[src/rtl/box_overlap_push_out_core_macros.svh]
`ifndef BOX_OVERLAP_PUSH_OUT_CORE_MACROS_SVH
`define BOX_OVERLAP_PUSH_OUT_CORE_MACROS_SVH

// same-cycle implication
`define BOP_ASSERT_IMPL(label, clk, rst_n, ante, cons) \
    label: assert property (@(posedge clk) disable iff (!rst_n) (ante) |-> (cons)) \
        else $error("bop assertion failed");

// next-cycle implication
`define BOP_ASSERT_NEXT(label, clk, rst_n, ante, cons) \
    label: assert property (@(posedge clk) disable iff (!rst_n) (ante) |=> (cons)) \
        else $error("bop assertion failed");

`endif

[src/rtl/bop_pkg.sv]
package bop_pkg;

    localparam int COORD_W           = 31;
    localparam int PUSH_W            = 32;
    localparam int NUM_AXES          = 3;
    localparam int NUM_SIDES         = 6;
    localparam int BOX_W             = 2 * NUM_AXES * COORD_W;
    localparam int S_DATA_W          = 192;
    localparam int S_USER_W          = 2;
    localparam int M_DATA_W          = NUM_AXES * PUSH_W;
    localparam int M_USER_W          = 2;
    localparam int DEFAULT_MAX_BOXES = 64;

    typedef enum logic [1:0] {
        OP_ADD    = 2'd0,
        OP_CLEAR  = 2'd1,
        OP_ANCHOR = 2'd2,
        OP_QUERY  = 2'd3
    } op_t;

    typedef enum logic [2:0] {
        ST_IDLE,
        ST_EXEC,
        ST_SCAN,
        ST_DRAIN,
        ST_DONE
    } state_t;

    typedef logic [2:0] side_t;

    typedef struct packed {
        logic load_item;
        logic exec;
        logic clear_acc;
        logic rd_en;
        logic finish;
    } cmd_t;

    typedef struct packed {
        op_t  op;
        logic pipe_busy;
    } stat_t;

    typedef struct packed {
        logic [PUSH_W-1:0] push_z;
        logic [PUSH_W-1:0] push_y;
        logic [PUSH_W-1:0] push_x;
        logic              collided;
        logic              status;
    } res_t;

    function automatic logic signed [PUSH_W-1:0] sext(input logic signed [COORD_W-1:0] v);
        return {v[COORD_W-1], v};
    endfunction

    function automatic logic [COORD_W-1:0] mag(input logic signed [PUSH_W-1:0] v);
        logic [PUSH_W-1:0] n;
        n = -v;
        return v[PUSH_W-1] ? n[COORD_W-1:0] : v[COORD_W-1:0];
    endfunction

endpackage

[src/rtl/bop_ctrl.sv]
`include "box_overlap_push_out_core_macros.svh"

module bop_ctrl #(
    parameter int MAX_BOXES = bop_pkg::DEFAULT_MAX_BOXES,
    parameter int AW        = (MAX_BOXES > 1) ? $clog2(MAX_BOXES) : 1,
    parameter int CW        = $clog2(MAX_BOXES + 1)
) (
    input  logic           clk,
    input  logic           rst_n,
    input  logic           s_tvalid,
    output logic           s_tready,
    input  bop_pkg::stat_t stat,
    input  logic [CW-1:0]  count,
    input  logic           out_free,
    output bop_pkg::cmd_t  cmd,
    output logic [AW-1:0]  rd_addr
);

    import bop_pkg::*;

    state_t        state_reg, state_next;
    logic [AW-1:0] idx_reg, idx_next;

    always_ff @(posedge clk or negedge rst_n)
    begin
        if (!rst_n)
        begin
            state_reg <= ST_IDLE;
            idx_reg   <= '0;
        end
        else
        begin
            state_reg <= state_next;
            idx_reg   <= idx_next;
        end
    end

    always_comb
    begin
        state_next = state_reg;
        idx_next   = idx_reg;
        cmd        = '0;
        s_tready   = 1'b0;
        case (state_reg)
            ST_IDLE:
            begin
                s_tready = 1'b1;
                if (s_tvalid)
                begin
                    cmd.load_item = 1'b1;
                    state_next    = ST_EXEC;
                end
            end
            ST_EXEC:
            begin
                cmd.clear_acc = 1'b1;
                idx_next      = '0;
                if (stat.op == OP_QUERY)
                begin
                    state_next = (count == '0) ? ST_DONE : ST_SCAN;
                end
                else
                begin
                    cmd.exec   = 1'b1;
                    state_next = ST_DONE;
                end
            end
            ST_SCAN:
            begin
                cmd.rd_en = 1'b1;
                idx_next  = idx_reg + 1'b1;
                if (CW'(idx_reg) + CW'(1) == count)
                begin
                    state_next = ST_DRAIN;
                end
            end
            ST_DRAIN:
            begin
                if (!stat.pipe_busy)
                begin
                    state_next = ST_DONE;
                end
            end
            ST_DONE:
            begin
                if (out_free)
                begin
                    cmd.finish = 1'b1;
                    state_next = ST_IDLE;
                end
            end
            default:
            begin
                state_next = ST_IDLE;
            end
        endcase
    end

    assign rd_addr = idx_reg;

    `BOP_ASSERT_IMPL(a_rd_in_range, clk, rst_n, cmd.rd_en, CW'(idx_reg) < count)
    `BOP_ASSERT_IMPL(a_idle_pipe_empty, clk, rst_n, state_reg == ST_IDLE, !stat.pipe_busy)
    `BOP_ASSERT_IMPL(a_finish_drained, clk, rst_n, cmd.finish, !stat.pipe_busy)

endmodule

[config.mk]
export PLATFORM = sky130hd
export DESIGN_NAME = bop_ctrl
export DESIGN_NICKNAME = d
export VERILOG_FILES = /design/src/rtl/bop_pkg.sv /design/src/rtl/bop_ctrl.sv
export VERILOG_INCLUDE_DIRS = /design/src /design/src/rtl
export SDC_FILE = /design/constraint.sdc
export NUM_CORES = 1
export LEC_CHECK = 0
export ABC_AREA = 1
export BUFFER_PORTS_ARGS = -buffer_cell sky130_fd_sc_hd__buf_2
export CAP_MARGIN = 30
export CORE_ASPECT_RATIO = 1.5
export CORE_MARGIN = 2
export CORE_UTILIZATION = 30
export CTS_BUF_LIST = sky130_fd_sc_hd__clkbuf_8
export CTS_CLUSTER_SIZE = 14
export DETAILED_ROUTE_END_ITERATION = 8
export HOLD_SLACK_MARGIN = 0.06
export PLACE_DENSITY = 0.52
export SKIP_LAST_GASP = 1
export SLEW_MARGIN = 25
export SYNTH_ARGS = -nofsm -noshare
export SYNTH_HDL_FRONTEND = slang
export SYNTH_SLANG_ARGS = --single-unit
[constraint.sdc]
create_clock -name clk -period 2.14 [get_ports clk]
set_input_delay 0.214 -clock clk [delete_from_list [all_inputs] [get_ports clk]]
set_output_delay 0.214 -clock clk [all_outputs]
set_load 0.01 [all_outputs]
; Yosys cells after proc, flatten, opt, wreduce, memory -nomap -nowiden
; Cells that the tools add are included.
[word_totals]
input_bits = 14
regBits = 9
elab_cells = 34
output_inout_bits = 12
[op_classes]
eq_ne = 10
n_reduce_logical = 4
add_sub_neg = 2
mux = 16
[op_table]
columns = operator, count
row1 = $mux W3, 6
row2 = $pmux W3 S5, 1
row3 = $pmux W6 S2, 1
row4 = $ne A2 B2 Y1 const B, 4
row5 = $add A6 B1 Y7 const B, 1
row6 = $eq A7 B7 Y1, 1
row7 = $logic_not A7 Y1, 1
row8 = $mux W1, 7
row9 = $add A6 B1 Y6 const B, 1
row10 = $eq A3 B2 Y1 const B, 2
row11 = $reduce_and A4 Y1, 1
row12 = $eq A3 B1 Y1 const B, 1
row13 = $eq A3 B3 Y1 const B, 1
row14 = $logic_not A3 Y1, 1
row15 = $eq A2 B2 Y1 const B, 1
row16 = $mux W2, 1
row17 = $reduce_bool A2 Y1, 1

; Depth between registers and ports, before layout
[depth]
word_depth = 4
depth_mapped = 13
mapped_depth_nobuf = 13

; Worst setup path after synthesis
; Ideal clock, no wire load.
[synth_timing]
kind = register to register
start = register idx_reg[0], in the netlist rd_addr[0]
end = register state_reg[1]
n_path_buf = 0
path_slack_ns = 0.616
required_ns = 2.023
arrival_time_ns = 1.407
path_stages_with_launch = 14
setup_time_ns = 0.117
period_less_slack_ns = 1.524
cell_sequence = dfrtp_1 -> ha_1 -> nand2_1 -> inv_1 -> nand2_1 -> nand2_1 -> nand2_1 -> nand2_1 -> nor2_1 -> nand3_1 -> nand2_2 -> nand2_1 -> nand2_1 -> nand2_1
[synth_between]
elab_chain_cells = 4
[synth_lines]
columns = item, line
row1 = start: declaration, bop_ctrl.sv:22  ; logic [AW-1:0] idx_reg, idx_next;
row2 = start signal: assignment, bop_ctrl.sv:34  ; idx_reg <= idx_next;
row3 = $add A6 B1 Y7, bop_ctrl.sv:72  ; if (CW'(idx_reg) + CW'(1) == count)
row4 = $eq A7 B7 Y1, bop_ctrl.sv:72
row5 = $ne A2 B2 Y1 (no line), --
row6 = $reduce_and A4 Y1 (no line), --
row7 = end signal: assignment, bop_ctrl.sv:33  ; state_reg <= state_next;
row8 = end: declaration, bop_ctrl.sv:21  ; state_t state_reg, state_next;
; Every way passes these cells.
; A chain may end at the register's enable or synchronous reset.

; Worst setup path in the final report
; Same ends and word-level chain as after synthesis.

==> run summary <==
Outcome = complete, no violations
Xor and xnor area share after synthesis = 0
GRT Util Overall = 0.1526
First-pass iteration count of the detailed router = 4
Root Driver = clkbuf_8
Final Setup Violations = 0
Layout cell share with drive strength beyond 1 = 0.2313
Clk Latency, worst-skew pair = 0.23 ns
Adder-cell share of the synthesized area = 0.01748
Tcrit/Tclk final = 0.7851
Met3 Wirelength = 92 um
Placer Congestion = 0.8275
Inserted Clock Buffers = 3
Rows = 21
H-tree depth = 1
Starting Density = 0.3167
Clk_skew = 0.002481 ns
Final Hold Viols = 0
Register Area = 225.2 um^2
First-pass GRT wire length = 3187 um
Area of the core = 0.002260 mm^2
Unique masters post-synth = 18
Syn. warnings = 0
Vias = 806
Clock buffer depth = 2
Mapped Avg Cell Area = 6.117 um^2
Detailed Route WL = 1917 um
Minimum clock period after layout = 1.680 ns
Max reg flops = 6
Sequential element share of the synthesized area = 0.3147
CP Launch Type = flop
Initial antenna violation count = 0
IO buf count = 25
Power Dens Cells = 862.5 mW/mm^2
Seq cells post-synth = 9
Maxcap violations = 0
Leakage power = 0.0005519 uW
Die area = 0.002800 mm^2
Simple-gate share of the synthesized area = 0.4231
Post-synthesis mux area share = 0
Fill cells = 255
Die X = 43.88 um
Critical path fanouts, max = 5
Final nets = 163
Grt total ovfl = 0
Slew Viols, Final = 0
Largest family of logic cells by synthesized area = simple AND/OR/NAND/NOR gates
Post-CTS Resized = 0
Io pins = 26
Multi-input gate area = 396.6 um^2
Worst-path clk slew = 0.05 ns
Synth Net Count = 132
Gate Count Post-Synth = 117
Wire length on met1 = 815 um
Max layer used = met4
Via density = 4.741
Die Ht = 63.82 um
Worst setup EP type = flop
Placed inst area = 869.6 um^2
Compound-Gate Fraction of Synth Area = 0.1136
Tightest Hold Check Type = in -> reg
Max Freq = 0.5952 GHz
Fin util = 0.4092
Worst endpoint data arrival time = 1.80 ns
DR DRC count = 0
CP required = 2.26 ns
DR WL/cell = 11.28 um
Slew @ Worst Pin = 0.2583 ns
Setup CP Type = reg -> reg
CTS sink cnt = 9
Max IR drop VDD = 0.3770 mV
CTS tree = yes
Vias in the first global route = 765
RSZ-0062 raised after global routing = no
Final instance area = 924.6 um^2
Initial DRC Count = 22
Worst slew margin = 0.8271
Setup Total Neg Slack = 0 ns
Number of diodes = 0
Post-DRT Antenna Nets = 0
Met2 wire len = 959 um
Largest net degree at the start of global routing = 10
Synthesized area = 715.7 um^2
DP HPWL = 1625 um
Layout area overhead = 29.20%
-- through the flow --
stage                     setup slack [ns]  std cells  power (uW)  hold slack [ns]
after floorplan                     0.6162        117       483.5         -0.08159
after global placement              0.4928        165       608.5          0.07754
after detailed placement            0.4710        165       607.4          0.08524
after CTS                           0.4703        170       806.2           0.2574
after global routing                0.2913        170       869.4           0.2736
final                               0.4599        170       797.5           0.2562
-- layer usage --
metal / GRT usage / vias to the layer above
li1: - / 427
met1: 0.1828 / 346
met2: 0.2445 / 27
met3: 0.02260 / 6
met4: 0.09848 / 0
met5: 0 / -
-- critical path, cell delays in order (launching register included) --
cell and delay, ns:
dfrtp_1 0.41, ha_1 0.25, nand2_1 0.15, inv_1 0.06, nand2_1 0.09, nand2_1 0.08, nand2_1 0.06, nand2_1 0.05
nor2_1 0.09, nand3_1 0.09, nand2_2 0.09, nand2_1 0.06, nand2_1 0.06, nand2_1 0.05
-- final timing paths --
| check | from | end | slack (ns) | cells after the start |
|---|---|---|---|---|
| min reg2reg | state_reg[0]$_DFFE_PN0P_ | state_reg[0]$_DFFE_PN0P_ | 0.57 | 3 |
| max reg2reg | rd_addr[0]$_DFFE_PN0P_ | state_reg[1]$_DFFE_PN0P_ | 0.46 | 13 |
| min | stat[0] | state_reg[0]$_DFFE_PN0P_ | 0.26 | 3 |
| min in group asynchronous | rst_n | rd_addr[3]$_DFFE_PN0P_ | 0.36 | 2 |
| max in group asynchronous | rst_n | rd_addr[2]$_DFFE_PN0P_ | 1.59 | 2 |
| max | rd_addr[0]$_DFFE_PN0P_ | state_reg[1]$_DFFE_PN0P_ | 0.46 | 13 |
-- placed cells by master (no fill, tap or decap) --
master and n:
dlygate4sd3_1 1, clkbuf_8 3, nor2_2 1, nor2_4 1, nor3_1 1, inv_1 25, a21oi_4 1, a21oi_1 1
inv_2 1, nand2_1 36, ha_1 1, o22ai_1 3, nand2_2 1, nor2_1 10, nand4_1 1, nand3_1 19
dfrtp_1 9, o21ai_0 5, o21ai_2 1, buf_2 25, o21a_1 1
-- cell usage after synthesis (all sizes together) --
master	instances	area, um^2
a21oi	2	21.27
dfrtp	9	225.2
ha	1	12.51
inv	25	93.84
nand2	37	141.4
nand3	19	95.09
nand4	1	6.260
nor2	12	55.06
nor3	1	5.000
o21a	1	7.510
o21ai	6	33.78
o22ai	3	18.77
-- final cells by class --
type	count	area share
Multi-Input combinational cell	83	0.4290
Sequential cell	9	0.2436
Timing Repair Buffer	26	0.1461
Clock inverter	1	0.004060
Clock buffer	3	0.04465
Tap cell	23	0.03112
Inverter	25	0.1015
-- where the power goes --
part | internal, uW | total [uW] | switching (uW)
Combinational | 133 | 373 | 240
Sequential | 203 | 232 | 29.2
Clock | 125 | 193 | 67.6
Total | 460 | 797 | 337
-- cell families after synthesis --
family	after synthesis
compound gates	12
fa+ha+maj	1
buf+inv	25
flops	9
simple gates	70
-- timing repair --
| item | in CTS | in global routing |
|---|---|---|
| endpoints found under the hold margin | 9 | 0 |
| hold buffers | 1 | 0 |
| setup buffers | 0 | 0 |
(Power assumes the default switching activity.)
