--- config.mk ---
export PLATFORM = sky130hd
export DESIGN_NAME = bop_out
export DESIGN_NICKNAME = d
export VERILOG_FILES = /design/src/rtl/box_overlap_push_out_core_macros.svh /design/src/rtl/bop_pkg.sv /design/src/rtl/bop_out.sv
export SDC_FILE = /design/constraint.sdc
export NUM_CORES = 1
export LEC_CHECK = 0
export BUFFER_PORTS_ARGS = -buffer_cell sky130_fd_sc_hd__buf_2
export CAP_MARGIN = 20
export CORE_MARGIN = 3
export CORE_UTILIZATION = 30
export DETAILED_ROUTE_END_ITERATION = 8
export SLEW_MARGIN = 15
export SYNTH_ARGS = -nofsm -noshare
export SYNTH_HDL_FRONTEND = slang
export SYNTH_SLANG_ARGS = --single-unit
--- constraint.sdc ---
create_clock -name clk -period 1.3 [get_ports clk]
set_input_delay 0.065 -clock clk [delete_from_list [all_inputs] [get_ports clk]]
set_output_delay 0.065 -clock clk [all_outputs]
set_load 0.02 [all_outputs]
--- src/rtl/box_overlap_push_out_core_macros.svh ---
`ifndef BOX_OVERLAP_PUSH_OUT_CORE_MACROS_SVH
`define BOX_OVERLAP_PUSH_OUT_CORE_MACROS_SVH

// same-cycle implication
`define BOP_ASSERT_IMPL(label, clk, rst_n, ante, cons) \
    label: assert property (@(posedge clk) disable iff (!rst_n) (ante) |-> (cons)) \
        else $error("bop assertion failed");

// next-cycle implication
`define BOP_ASSERT_NEXT(label, clk, rst_n, ante, cons) \
    label: assert property (@(posedge clk) disable iff (!rst_n) (ante) |=> (cons)) \
        else $error("bop assertion failed");

`endif

--- src/rtl/bop_pkg.sv ---
package bop_pkg;

    localparam int COORD_W           = 31;
    localparam int PUSH_W            = 32;
    localparam int NUM_AXES          = 3;
    localparam int NUM_SIDES         = 6;
    localparam int BOX_W             = 2 * NUM_AXES * COORD_W;
    localparam int S_DATA_W          = 192;
    localparam int S_USER_W          = 2;
    localparam int M_DATA_W          = NUM_AXES * PUSH_W;
    localparam int M_USER_W          = 2;
    localparam int DEFAULT_MAX_BOXES = 64;

    typedef enum logic [1:0] {
        OP_ADD    = 2'd0,
        OP_CLEAR  = 2'd1,
        OP_ANCHOR = 2'd2,
        OP_QUERY  = 2'd3
    } op_t;

    typedef enum logic [2:0] {
        ST_IDLE,
        ST_EXEC,
        ST_SCAN,
        ST_DRAIN,
        ST_DONE
    } state_t;

    typedef logic [2:0] side_t;

    typedef struct packed {
        logic load_item;
        logic exec;
        logic clear_acc;
        logic rd_en;
        logic finish;
    } cmd_t;

    typedef struct packed {
        op_t  op;
        logic pipe_busy;
    } stat_t;

    typedef struct packed {
        logic [PUSH_W-1:0] push_z;
        logic [PUSH_W-1:0] push_y;
        logic [PUSH_W-1:0] push_x;
        logic              collided;
        logic              status;
    } res_t;

    function automatic logic signed [PUSH_W-1:0] sext(input logic signed [COORD_W-1:0] v);
        return {v[COORD_W-1], v};
    endfunction

    function automatic logic [COORD_W-1:0] mag(input logic signed [PUSH_W-1:0] v);
        logic [PUSH_W-1:0] n;
        n = -v;
        return v[PUSH_W-1] ? n[COORD_W-1:0] : v[COORD_W-1:0];
    endfunction

endpackage

--- src/rtl/bop_out.sv ---
module bop_out (
    input  logic                         clk,
    input  logic                         rst_n,
    input  logic                         load,
    input  bop_pkg::res_t                res,
    output logic                         free,
    output logic                         m_tvalid,
    input  logic                         m_tready,
    output logic [bop_pkg::M_DATA_W-1:0] m_tdata,
    output logic [bop_pkg::M_USER_W-1:0] m_tuser
);

    import bop_pkg::*;

    logic valid_reg, valid_next;
    res_t data_reg;

    assign free       = !valid_reg || m_tready;
    assign valid_next = load ? 1'b1 : (m_tready ? 1'b0 : valid_reg);

    always_ff @(posedge clk or negedge rst_n)
    begin
        if (!rst_n)
        begin
            valid_reg <= 1'b0;
        end
        else
        begin
            valid_reg <= valid_next;
        end
    end

    always_ff @(posedge clk)
    begin
        if (load)
        begin
            data_reg <= res;
        end
    end

    assign m_tvalid = valid_reg;
    assign m_tdata  = {data_reg.push_z, data_reg.push_y, data_reg.push_x};
    assign m_tuser  = {data_reg.collided, data_reg.status};

endmodule

==> results_dict.tcl, run 1 <==
set metrics [dict create \
    clockBufferDepth 2 \
    syn_area_um2 2990 \
    dp_hpwl_um 5140 \
    postSynthCellCount 101 \
    cts-htree-levels 3 \
    synth.distinct_cells 4 \
    postCtsHoldBufs 101 \
    io_buffers 201 \
    yosys_warnings 0 \
    cts_made_buffers 9 \
    io_pins 202 \
    haltStage "clock tree synthesis" \
    die_height_um 106 \
    yosysTopAreaCellShare_pct 98.4 \
    post_cts_buffers 0 \
    synth_top_area_cell "edfxtp_1" \
    place_inst 434 \
    ys_ff_latch 99 \
    cts_resized 0 \
    synthTopCellsByArea "edfxtp_1 98%, dfrtp_1 0.84%, nand2b_4 0.46%, nand2b_2 0.29%" \
    num_rows 35 \
    ys_seq_area_share_pct 99.2 \
    post-place-ws_ps 389 \
    avgSynthCellArea_um2 29.6 \
    error_line "[ERROR RSZ-0060] Max buffer count reached." \
    synth_nets 203 \
    initial_core_util_pct 31.6 \
    status "stopped before the end" \
    cts.sinks 99 \
    globalplace.congestion 0.702 \
    cts-root-buf "clkbuf_8" \
    die_w_um 106 \
]
==> logic make-up after synthesis <==
| logic type | count (synthesis) | share of synthesized area (%) |
|---|---|---|
| DFF | 99 | 99.2 |
| and+or+nand+nor | 2 | 0.753 |
==> synthesized netlist by cell type <==
master and n:
edfxtp_1 98, nand2b_2 1, dfrtp_1 1, nand2b_4 1
==> stage by stage <==
| stage | cell area, um^2 | hold slack (ps) |
|---|---|---|
| detailed placement | 4210 | -160 |
| global placement | 4210 | -159 |
| floorplan | 2990 | -231 |
==> run 2, diff against run 1 <==
Settings changed: CORE_UTILIZATION 30 to 20, PLACE_DENSITY_LB_ADDON set to 0.15.
==> run 2 against run 1 <==
  * The run now ends clean
  * Synthesized cell count stayed put
  * Synthesized area stayed put
==> results_dict.tcl, run 2 <==
set metrics [dict create \
    status "finished, final reports clean" \
    layout_commonest_cell "buf_2" \
    vdd_ir_drop_max_v 0.000603 \
    cp.arrival_ps 1000 \
    crit_path_max_incr_delay_ps 530 \
    max_freq_mhz 939 \
    timing.critical_path.to_type "output port" \
    worstSetupPathType "in2out" \
    maxSlewViolCount 0 \
    reg2regPathDepth 2 \
    vias 2175 \
    ys_seq_area_share_pct 99.2 \
    first_pass_iters 4 \
    cts_tree "built" \
    final_cell_area_um2 5560 \
    cts_made_buffers 9 \
    drt_wl_total_um 8200 \
    cp_num_buf_inv 3 \
    die_w_um 128 \
    synthTopCellsByArea "edfxtp_1 98%, dfrtp_1 0.84%, nand2b_4 0.46%, nand2b_2 0.29%" \
    die_area_um2 16500 \
    cp-start-kind "primary input" \
    power.density_nw_per_um2 1310 \
    synth.distinct_cells 4 \
    layout_common_cells "200 x buf_2, 100 x dlygate4sd3_1, 98 x edfxtp_1, 9 x clkbuf_16" \
    required_ps 1240 \
    cts-htree-levels 3 \
    drt_iter0_markers 49 \
    cts-root-buf "clkbuf_16" \
    post-route-period-util_pct 82.0 \
    io_buffers 201 \
    relSlewSlack_pct 79.3 \
    maxCapViolations 0 \
    wl_per_cell_um 13.6 \
    yosysMostFrequentCell "edfxtp_1" \
    avgSynthCellArea_um2 29.6 \
    postSynthCellCount 101 \
    initial_core_util_pct 20.5 \
    crit_path_frequent_cell "buf_2" \
    post-place-ws_ps 368 \
    rsz0062_at_grt "no" \
    largest_reg_flops 96 \
    r2r_slack_ps 650 \
    slowest_stage "dlygate4sd3_1" \
    timing.final.crit_period_ps 1070 \
    grt_busiest_layer "met2" \
    grt_pass1_wl_um 12300 \
    r2r-start "m_tvalid" \
    fill_cells 1360 \
    clk_pin_slew_ps 60 \
    final_nets 520 \
    p_leak_nw 2.35 \
    crit_fanout 2 \
    cts_resized 0 \
    clk_latency_ps 340 \
    setup_viol 0 \
    drive_above_1_share_pct 52.3 \
    r2r_end "m_tvalid" \
    synth-edff-count 98 \
    utilization_pct 38.1 \
    gr-usage-met1_pct 10.1 \
    grt_pass1_vias 2397 \
    die_height_um 128 \
    dp_hpwl_um 5850 \
    synth_top_area_cell "edfxtp_1" \
    worst_slack_ps 235 \
    finalHoldViolations 0 \
    tightest_slew_ps 311 \
    postCtsHoldBufs 100 \
    antenna_found_initial 0 \
    clockBufferDepth 2 \
    worstPathCellList "dlygate4sd3_1 > buf_2 > nand2b_4 > buf_2" \
    cp_top_family "buffers and inverters" \
    startpoint "m_tready" \
    postPlaceCellArea_um2 4300 \
    grt_max_degree 25 \
    cts.sinks 99 \
    yosys_warnings 0 \
    gr-usage-met3_pct 5.75 \
    yosysTopAreaCellShare_pct 98.4 \
    synth_nets 203 \
    hold_class "in2async" \
    globalplace.congestion 0.709 \
    num_rows 44 \
    ant_nets 0 \
    area_growth_pct 86.0 \
    grt_use_met2_pct 17.3 \
    syn_area_um2 2990 \
    grtUsageTotal_pct 10.1 \
    synthTopCellsByCount "98 x edfxtp_1, 1 x dfrtp_1, 1 x nand2b_2, 1 x nand2b_4" \
    drc_errors 0 \
    post_cts_buffers 0 \
    core-area_um2 14600 \
    ys_async_sr_fraction_pct 1.01 \
    synth_flop_cell "edfxtp_1" \
    ys_ff_latch 99 \
    crit_cells 4 \
    grt-ovfl-total 0 \
    antenna_cells 0 \
    tns_ps 0 \
    avgViaCountPerCell 3.60 \
    fin_skew_ps 0 \
    io_pins 202 \
]
==> run 2: cell type report <==
class | instances | area, um^2 | area share [%]
clock buffers | 9 | 225 | 4.05
multi-input cells | 2 | 22.5 | 0.405
flip-flops and latches | 99 | 2970 | 53.4
well taps | 184 | 230 | 4.14
repair buffers | 306 | 2080 | 37.5
clock inverters | 5 | 31.3 | 0.562
==> run 2: how the worst max path moves through the flow <==
stage,endpoint,slack (ps)
finish,free,230
global route,free,200
CTS,free,220
detailed placement,m_tdata[6],370
global placement,m_tdata[95],380
floorplan,m_tvalid,530
==> run 2: kinds of logic after synthesis <==
family | Yosys count | share of synthesized area [%]
flip-flops | 99 | 99.2
AND/OR/NAND/NOR | 2 | 0.753
==> run 2: through the flow <==
step                      hold slack, ps  std cells  total power [mW]
final                               40.0        605              7.27
after global routing                29.3        605              7.62
after CTS                           2.15        605              7.43
after detailed placement            -156        491              4.75
after global placement              -158        491              4.75
after floorplan                     -231        101              4.27
==> run 2: per-layer routing <==
layer  up-vias  wire length (um)
met3         7               956
met5         -                 0
met2       115              4330
met4         0               117
met1      1013              2800
li1       1040                 -
==> run 2: report_power, final <==
group	leakage, nW	internal [mW]	switching, mW
registers	0.970	3.79	0.0562
clock network	0.119	1.27	1.10
logic	1.26	0.488	0.569
total	2.35	5.54	1.73
(Power assumes the default switching activity.)
==> run 3, diff against run 2 <==
Clock period 1.3 ns to 0.9 ns, I/O delays scaled along.
==> run 3 against run 2 <==
  * The flow now finishes with violations (setup timing)
  * Worst hold slack improved by 10 ps
  * Non-clock buffer count did not move
  * Via count rose by 1.7%
  * Sequential share of layout area fell by 4.9 points
  * Die area did not move
  * Critical path type is now reg2out
  * Largest cell class unchanged
==> results_dict.tcl, run 3 (synthesis gave the netlist of run 2 again) <==
set metrics [dict create \
    layout_commonest_cell "buf_2" \
    cts_made_buffers 9 \
    r2r_slack_ps 140 \
    die_height_um 128 \
    status "finished with violations" \
    grt_max_degree 31 \
    power_mw 11.4 \
    antenna_found_initial 0 \
    final_nets 520 \
    grt_pass1_wl_um 12500 \
    cts.sinks 99 \
    layout_common_cells "117 x buf_2, 100 x dlygate4sd3_1, 98 x edfxtp_1, 83 x buf_6, 9 x clkbuf_16" \
    tightest_slew_ps 175 \
    grtUsageTotal_pct 10.2 \
    clockBufferDepth 2 \
    power.density_nw_per_um2 1860 \
    vdd_ir_drop_max_v 0.000935 \
    post-route-period-util_pct 111 \
    final_cell_area_um2 6130 \
    core-area_um2 14600 \
    io_pins 202 \
    hold_class "in2reg" \
    grt_pass1_vias 2453 \
    grt-ovfl-total 0 \
    initial_core_util_pct 20.5 \
    cp.arrival_ps 950 \
    drive_above_1_share_pct 52.7 \
    p_leak_nw 2.55 \
    wl_per_cell_um 14.1 \
    violations "setup timing" \
    avgViaCountPerCell 3.65 \
    drc_errors 0 \
    maxSlewViolCount 0 \
    required_ps 850 \
    vias 2213 \
    clk_pin_slew_ps 70 \
    timing.critical_path.to_type "output port" \
    clk_latency_ps 340 \
    worst_slack_ps -96.2 \
    worstPathCellList "nand2b_4 > buf_6" \
    ant_nets 0 \
    relSlewSlack_pct 88.3 \
    maxCapViolations 0 \
    largest_reg_flops 96 \
    cp-start-kind "flop" \
    hold-worst-slack_ps 50.4 \
    area_growth_pct 105 \
    die_area_um2 16500 \
    max_freq_mhz 1000 \
    slowest_stage "dfrtp_1" \
    globalplace.congestion 0.716 \
    cts-htree-levels 3 \
    fin_skew_ps 0 \
    crit_fanout 2 \
    utilization_pct 42.0 \
    first_pass_iters 3 \
    rsz0062_at_grt "yes" \
    io_buffers 201 \
    timing.final.crit_period_ps 996 \
    cts-root-buf "clkbuf_16" \
    tns_ps -1330 \
    cts_tree "built" \
    postPlaceCellArea_um2 4300 \
    drt_iter0_markers 42 \
    die_w_um 128 \
    num_rows 44 \
    dp_hpwl_um 5850 \
    setup_viol 88 \
    finalHoldViolations 0 \
    crit_path_max_incr_delay_ps 410 \
    drt_wl_total_um 8580 \
    worstSetupPathType "reg2out" \
    antenna_cells 0 \
]
run 3: stage by stage:
stage          worst slack, ps  std cells
2_1_floorplan              128        101
3_3_place_gp               103        490
3_5_place_dp              99.7        490
4_1_cts                   -118        607
5_1_grt                   -135        607
6_report                 -96.2        607
run 3: critical path, delay by kind of cell, from the launching register on:
kind          cells  cell delay [ps]
flops             1              410
buf+inv           1              110
simple gates      1               90
run 3: power breakdown:
part | internal, mW | switching (mW) | total [mW] | leakage, nW
combinational | 1.04 | 0.829 | 1.87 | 1.43
clock | 2.24 | 1.63 | 3.87 | 0.146
sequential | 5.48 | 0.155 | 5.63 | 0.970
total | 8.76 | 2.62 | 11.4 | 2.55
run 3: layout make-up:
| class | instances | area, um^2 |
|---|---|---|
| fillers | 1317 | 8460 |
| flip-flops and latches | 99 | 2970 |
| clock inverters | 5 | 60.1 |
| clock buffers | 11 | 243 |
| well taps | 184 | 230 |
| repair buffers | 306 | 2600 |
| multi-input cells | 2 | 22.5 |
run 3: per-layer routing:
metal,global-route usage [%],wire [um],up-vias
met2,17.2,4580,116
met5,0,0,-
li1,-,-,1043
met4,5.56,223,0
met3,4.67,818,14
met1,10.4,2970,1040
run 3: repair_timing:
action,in CTS,in global routing
setup endpoints to repair,100,100
cloned,0,0
hold buffers,100,0
hold endpoints to repair,99,0
setup buffers,1,0
gates resized for setup,84,84
run 3: final timing paths:
check / cells past startpoint / from / end
min in group asynchronous: 3 / rst_n / m_tvalid
worst max register to register: 3 / m_tvalid / m_tvalid
worst min register to register: 3 / m_tvalid / m_tvalid
max in group asynchronous: 3 / rst_n / m_tvalid
worst min-delay path: 1 / load / m_tdata[94]
worst max-delay path: 2 / m_tvalid / free
